**src/rtl/core/cq_pkg.sv**
```systemverilog
// Shared types, codes and widths for the circular array queue.
package cq_pkg;

  localparam int CNT_W = 4;
  localparam int CAP_W = 4;
  localparam int REQ_W = 3;
  localparam int ST_W  = 2;

  localparam int DEF_RING_DEPTH = 16;
  localparam int DEF_WORD_WIDTH = 32;

  localparam logic [CAP_W-1:0] CAP_RESET = 4'd15;

  localparam logic [REQ_W-1:0] REQ_ENQ   = 3'd0;
  localparam logic [REQ_W-1:0] REQ_DEQ   = 3'd1;
  localparam logic [REQ_W-1:0] REQ_PEEK  = 3'd2;
  localparam logic [REQ_W-1:0] REQ_CLEAR = 3'd3;

  localparam logic [ST_W-1:0] ST_OK    = 2'd0;
  localparam logic [ST_W-1:0] ST_FULL  = 2'd1;
  localparam logic [ST_W-1:0] ST_EMPTY = 2'd2;

  typedef struct packed {
    logic             enq;
    logic             deq;
    logic [CNT_W-1:0] idx;
  } cq_op_t;

endpackage

```
**src/rtl/core/cq_cell.sv**
```systemverilog
// One storage cell of the queue chain: load, shift from neighbor, or hold.
module cq_cell
  #(parameter int WORD_WIDTH = 32)
  (
  input  logic                  clk,
  input  logic                  load_en,
  input  logic                  shift_en,
  input  logic [WORD_WIDTH-1:0] load_word,
  input  logic [WORD_WIDTH-1:0] nbr_word,
  output logic [WORD_WIDTH-1:0] word
  );

  logic [WORD_WIDTH-1:0] word_r;
  logic [WORD_WIDTH-1:0] word_nxt;

  always_comb begin
    word_nxt = word_r;
    if (load_en) begin
      word_nxt = load_word;
    end else if (shift_en) begin
      word_nxt = nbr_word;
    end
  end

  always_ff @(posedge clk) begin
    word_r <= word_nxt;
  end

  assign word = word_r;

endmodule

```
**src/rtl/core/cq_chain.sv**
```systemverilog
// Row of queue cells; the head sits in cell zero and words shift toward it.
module cq_chain
  import cq_pkg::*;
  #(parameter int NCELL      = 15,
    parameter int WORD_WIDTH = 32)
  (
  input  logic                  clk,
  input  cq_op_t                op,
  input  logic [WORD_WIDTH-1:0] data_in,
  output logic [WORD_WIDTH-1:0] head_word
  );

  logic [WORD_WIDTH-1:0] cell_word [NCELL];
  logic [WORD_WIDTH-1:0] nbr_word  [NCELL];

  genvar gi;
  generate
    for (gi = 0; gi < NCELL; gi++) begin : g_cell
      if (gi == NCELL - 1) begin : g_last
        assign nbr_word[gi] = '0;
      end else begin : g_mid
        assign nbr_word[gi] = cell_word[gi+1];
      end

      cq_cell #(.WORD_WIDTH(WORD_WIDTH)) u_cell (
        .clk       (clk),
        .load_en   (op.enq && (op.idx == CNT_W'(gi))),
        .shift_en  (op.deq),
        .load_word (data_in),
        .nbr_word  (nbr_word[gi]),
        .word      (cell_word[gi])
      );
    end
  endgenerate

  assign head_word = cell_word[0];

endmodule

```
**src/rtl/core/circular_array_queue.sv**
```systemverilog
// Top level of the circular array queue: request decode, count, result register.
// Takes one request per cycle and returns its result in the next cycle from an
// output register; a new request is taken whenever that register is empty or
// being drained in the same cycle, so the rate is set only by the result
// handshake. Words live in a row of cells with the head in the first cell:
// a dequeue shifts every cell one place toward the head, an enqueue loads the
// cell at the current count. Usable depth is the configured capacity, limited
// to RING_DEPTH-1 (at most 15). A capacity write empties the queue.
module circular_array_queue
  import cq_pkg::*;
  #(parameter int RING_DEPTH = DEF_RING_DEPTH,
    parameter int WORD_WIDTH = DEF_WORD_WIDTH)
  (
  input  logic                         clk,
  input  logic                         rst_n,
  input  logic                         in_valid,
  output logic                         in_ready,
  input  logic [REQ_W-1:0]             in_req_type,
  input  logic signed [WORD_WIDTH-1:0] in_data_in,
  output logic                         out_valid,
  input  logic                         out_ready,
  output logic [ST_W-1:0]              out_status,
  output logic signed [WORD_WIDTH-1:0] out_data_out,
  output logic [CNT_W-1:0]             out_entry_count,
  output logic                         out_full_flag,
  output logic                         out_empty_flag,
  input  logic                         cfg_we,
  input  logic [CAP_W-1:0]             cfg_wdata
  );

  localparam int RING_CAP = (RING_DEPTH > (2**CNT_W)) ? (2**CNT_W) : RING_DEPTH;
  localparam int NCELL    = RING_CAP - 1;
  localparam logic [CNT_W-1:0] USABLE_MAX = CNT_W'(NCELL);

  logic [CAP_W-1:0]      cap_r;
  logic [CNT_W-1:0]      count_r;
  logic [CNT_W-1:0]      count_nxt;
  logic [CNT_W-1:0]      usable;
  logic                  full_now;
  logic                  empty_now;
  logic                  accept;
  cq_op_t                op;
  logic [WORD_WIDTH-1:0] head_word;

  logic                  out_valid_r;
  logic [ST_W-1:0]       status_nxt;
  logic [ST_W-1:0]       status_r;
  logic [WORD_WIDTH-1:0] data_nxt;
  logic [WORD_WIDTH-1:0] data_r;
  logic [CNT_W-1:0]      ocount_r;
  logic                  full_r;
  logic                  empty_r;

  assign usable    = (CNT_W'(cap_r) > USABLE_MAX) ? USABLE_MAX : CNT_W'(cap_r);
  assign full_now  = (count_r == usable);
  assign empty_now = (count_r == '0);
  assign in_ready  = !out_valid_r || out_ready;
  assign accept    = in_valid && in_ready;

  always_comb begin
    op         = '0;
    op.idx     = count_r;
    count_nxt  = count_r;
    status_nxt = ST_OK;
    data_nxt   = '0;
    case (in_req_type)
      REQ_ENQ: begin
        if (full_now) begin
          status_nxt = ST_FULL;
        end else begin
          op.enq    = accept;
          count_nxt = count_r + CNT_W'(1);
        end
      end
      REQ_DEQ: begin
        if (empty_now) begin
          status_nxt = ST_EMPTY;
        end else begin
          op.deq    = accept;
          count_nxt = count_r - CNT_W'(1);
          data_nxt  = head_word;
        end
      end
      REQ_PEEK: begin
        if (empty_now) begin
          status_nxt = ST_EMPTY;
        end else begin
          data_nxt = head_word;
        end
      end
      REQ_CLEAR: begin
        count_nxt = '0;
      end
      default: begin
      end
    endcase
  end

  cq_chain #(.NCELL(NCELL), .WORD_WIDTH(WORD_WIDTH)) u_chain (
    .clk       (clk),
    .op        (op),
    .data_in   (in_data_in),
    .head_word (head_word)
  );

  always_ff @(posedge clk) begin
    if (!rst_n) begin
      cap_r       <= CAP_RESET;
      count_r     <= '0;
      out_valid_r <= 1'b0;
    end else begin
      if (cfg_we) begin
        cap_r   <= cfg_wdata;
        count_r <= '0;
      end else if (accept) begin
        count_r <= count_nxt;
      end
      if (accept) begin
        out_valid_r <= 1'b1;
      end else if (out_ready) begin
        out_valid_r <= 1'b0;
      end
    end
  end

  always_ff @(posedge clk) begin
    if (accept) begin
      status_r <= status_nxt;
      data_r   <= data_nxt;
      ocount_r <= count_nxt;
      full_r   <= (count_nxt == usable);
      empty_r  <= (count_nxt == '0);
    end
  end

  assign out_valid       = out_valid_r;
  assign out_status      = status_r;
  assign out_data_out    = data_r;
  assign out_entry_count = ocount_r;
  assign out_full_flag   = full_r;
  assign out_empty_flag  = empty_r;

  a_count_bound: assert property (@(posedge clk) disable iff (!rst_n)
    count_r <= usable)
    else $error("entry count beyond usable depth");

  a_enq_count: assert property (@(posedge clk) disable iff (!rst_n)
    accept && !cfg_we && (in_req_type == REQ_ENQ) && !full_now
    |=> count_r == $past(count_r) + CNT_W'(1))
    else $error("enqueue did not advance count");

  a_deq_data: assert property (@(posedge clk) disable iff (!rst_n)
    accept && (in_req_type == REQ_DEQ) && !empty_now
    |=> out_valid && (out_data_out == $past(head_word)))
    else $error("dequeue returned wrong head word");

  a_refuse_zero: assert property (@(posedge clk) disable iff (!rst_n)
    accept && (status_nxt != ST_OK) |=> out_data_out == '0)
    else $error("refused request returned data");

  a_both_flags: assert property (@(posedge clk) disable iff (!rst_n)
    out_valid && out_full_flag && out_empty_flag |-> out_entry_count == '0)
    else $error("full and empty with stored entries");

endmodule
```
**config.mk**
```make
export PLATFORM = sky130hd
export DESIGN_NAME = circular_array_queue
export DESIGN_NICKNAME = d
export VERILOG_FILES = /design/src/rtl/core/cq_pkg.sv /design/src/rtl/core/cq_cell.sv /design/src/rtl/core/cq_chain.sv /design/src/rtl/core/circular_array_queue.sv
export SDC_FILE = /design/constraint.sdc
export NUM_CORES = 1
export LEC_CHECK = 0
export ABC_AREA = 1
export ABC_CLOCK_PERIOD_IN_PS = 2600
export BUFFER_PORTS_ARGS = -buffer_cell sky130_fd_sc_hd__buf_2
export CAP_MARGIN = 30
export CORE_MARGIN = 4
export CORE_UTILIZATION = 30
export DETAILED_ROUTE_END_ITERATION = 6
export PLACE_DENSITY = 0.48
export SETUP_SLACK_MARGIN = 0.5
export SKIP_LAST_GASP = 1
export SLEW_MARGIN = 20
export SYNTH_ARGS = -nofsm -noshare
export SYNTH_HDL_FRONTEND = slang
export SYNTH_HIERARCHICAL = 1
export SYNTH_SLANG_ARGS = --single-unit
```
**constraint.sdc**
```tcl
create_clock -name clk -period 2.6 [get_ports clk]
set_clock_uncertainty 0.05 [all_clocks]
set_input_delay 0.13 -clock clk [delete_from_list [all_inputs] [get_ports clk]]
set_output_delay 0.13 -clock clk [all_outputs]
set_load 0.005 [all_outputs]
```
==> metrics.cfg <==
[placement]
numPortBuffers = 85
gp_congestion = 0.736
dpl.hpwl_um = 30600
place_ws_ps = 154

[sta]
worst_slack_ps = 444
period_minus_slack_ps = 2160
setup_viol = 0
slew_viol_final = 0
rsz0062_at_grt = true
setup_tns_ps = 0
fmax_mhz = 464
hold_viol = 0
period_share_pct = 82.9

[job]
cap_violations = 0

[finish]
antenna_cells = 0
drive_gt1_share_pct = 14.9
fin_nets = 2591
area_growth_pct = 20.2

[synth]
yosysSeqAreaShare_pct = 67.4
synth_top_area_share_pct = 66.6
ys_top_cells_by_count = 1477 x nand2_1, 520 x edfxtp_1, 60 x buf_6, 53 x nor2_1, 52 x inv_1
synth-seq-cells = 529
syn_inst = 2326
synth_edf_count = 520
syn_avg_cell_area_um2 = 10.1
syn_area_um2 = 23500
synth_cell_types = 29
synthArstFlopShare_pct = 0
yosys_warnings = 6
synth_ff_type = edfxtp_1
synth_most_common_cell = nand2_1
yosys-top-cells-area = edfxtp_1 67%, nand2_1 24%, buf_6 2.9%, buf_4 1.5%, nor2_1 0.85%
yosysTopAreaCell = edfxtp_1

[routing]
drtAntennaViolNets = 0
wl_per_cell_um = 12.0
firstDrtPassIters = 5
num_vias = 14400
viasPerCell = 3.97
drc = 0
first_iter_violations = 914
totalWireLength_um = 43700

[clock_network]
htree_levels = 2
cts_tree = yes
cts_buffers = 56
cts.path.max_buffers = 3
cts.sinks = 529
cts_root_buf = clkbuf_16
path_clk_slew_ps = 60
worstSkewPairLatency_ps = 590

[setup_path]
required_ps = 2860
crit_top_cell = nor2_4
cp_max_fo = 7
reg2reg_from = count_r[3]$_SDFFE_PP0P_
ff2ff_setup_slack_ps = 440
slowest_stage = dfxtp_4
crit_chain = inv_4, nand2_1, nand2_2, nor2_4, nand2_2, nand2_4, nor2_4, buf_12, nand3_4, nor2_4, buf_12, or2_4, clkbuf_16
arrival_ps = 2410
worst-r2r-cell-count = 13
critPathKind = flop to flop
r2r_end = u_chain/g_cell[12].u_cell/word[21]$_DFFE_PP_
end_kind = flop
critPathMaxStageDelay_ps = 360
start_kind = flop

[power]
p_per_area_nw_per_um2 = 613
vdd_drop_max_mv = 0.545
leakagePower_uw = 0.0118

[grt]
grt_use_total_pct = 10.2
grt_first_pass_wirelength_um = 70200
antenna_found_initial = 0
grt_max_degree = 34
overflow = 0
grt_pass1_vias = 13800

[floorplanning]
die_h_um = 288
core_area_um2 = 77500
die_w_um = 288
fp.dieArea_um2 = 82700
initial_core_util_pct = 30.3
io_pins = 86
row_count = 102

[worst_hold_path]
hold_start = in_data_in[28]
holdPathStages = 3
hold_end = u_chain/g_cell[0].u_cell/word[28]$_DFFE_PP_
hp-class = input port to flop

[status]
status = finished, final reports clean

## worst max path at each step
stage | endpoint | slack [ps] | depth (start not counted) | start
6_report | u_chain/g_cell[12].u_cell/word[21]$_DFFE_PP_ | 440 | 13 | count_r[3]$_SDFFE_PP0P_
2_1_floorplan | u_chain/g_cell[1].u_cell/word[0]$_DFFE_PP_ | 520 | 12 | count_r[2]$_SDFFE_PP0P_
5_1_grt | u_chain/g_cell[12].u_cell/word[21]$_DFFE_PP_ | 380 | 13 | count_r[3]$_SDFFE_PP0P_
4_1_cts | u_chain/g_cell[9].u_cell/word[23]$_DFFE_PP_ | 490 | 13 | count_r[2]$_SDFFE_PP0P_
3_3_place_gp | u_chain/g_cell[10].u_cell/word[27]$_DFFE_PP_ | 180 | 11 | count_r[2]$_SDFFE_PP0P_
3_5_place_dp | u_chain/g_cell[0].u_cell/word[12]$_DFFE_PP_ | 150 | 10 | count_r[2]$_SDFFE_PP0P_
## layer usage
layer	track usage, %	up-vias	share of wire, %
met2	17.1	267	47
met1	13.6	6210	45
met5	0	-	0
met3	1.79	76	5.0
li1	-	7841	-
met4	3.02	0	2.4
## cells in the final DEF, fill, tap and decap left out, types with 4 or more instances in the layout
cell,instances
nand2_1,1460
edfxtp_1,520
buf_2,85
clkbuf_16,69
buf_4,49
inv_1,47
dlygate4sd3_1,42
nor2_1,36
conb_1,32
buf_12,29
nand2_2,24
buf_6,19
nor2_4,18
inv_4,17
clkinv_1,17
or2_4,15
clkbuf_1,12
clkinv_2,11
a21oi_1,9
nand3_2,8
o21ai_0,8
inv_2,7
nand3_1,7
nand3_4,5
dfxtp_2,5
nand2_4,4
## where the power goes
group / total, uW / leakage [uW] / switching [uW] / internal, uW
Sequential: 9440 / 0.00481 / 34.4 / 9410
Combinational: 688 / 0.00618 / 442 / 246
Clock: 7160 / 0.000813 / 3140 / 4020
## critical path: cells and delay by family (launching register included)
| family | cells | cell delay, ps |
|---|---|---|
| buffers and inverters | 4 | 500 |
| DFF | 1 | 360 |
| and+or+nand+nor | 9 | 940 |
## state kept, by name, summed over array words and instances, names as in the netlist
signal                      flops
out_valid                       1
count_r                         4
out_entry_count                 4
cap_r                           4
u_chain/g_cell.u_cell/word    480
out_status                      2
out_full_flag                   1
out_data_out                   32
out_empty_flag                  1
## through the flow
step	hold slack, ps	power [uW]	utilization, %	area [um^2]	instances
4_1_cts	0.621	17500	35.5	27500	3592
3_3_place_gp	295	10200	32.5	25100	3435
2_1_floorplan	202	9870	-	23600	2357
5_1_grt	32.4	18000	36.4	28200	3627
3_5_place_dp	297	10200	32.5	25100	3435
6_report	29.4	17300	36.4	28200	3627
## cell families after synthesis
logic type / Yosys count / synth area share [%]
AO/OA/AOI/OAI: 18 / 0.384
XOR/XNOR: 4 / 0.149
adder cells (fa/ha/maj): 2 / 0.107
buffers and inverters: 186 / 5.80
flip-flops: 529 / 67.4
other: 1 / 0.0160
AND/OR/NAND/NOR: 1586 / 26.2
## final cells by class
| cell class | instances | area (um^2) |
|---|---|---|
| fillers | 7623 | 49300 |
| well taps | 1040 | 1300 |
| multi-input cells | 1642 | 6700 |
| clock buffers | 69 | 1470 |
| repair buffers | 240 | 2370 |
| clock inverters | 31 | 179 |
| inverters | 76 | 354 |
| flip-flops and latches | 529 | 15800 |
## repair_timing
item / 4_1_cts / 5_1_grt
buffers inserted: 14 / 19
pin swaps: 8 / 28
gates resized for setup: 40 / 56
cloned: 1 / 16
endpoints found under the setup margin: 960 / 901
hold endpoints to repair: 216 / 0
hold buffers: 42 / 0
No activity file was read; power rests on OpenSTA's default activity.
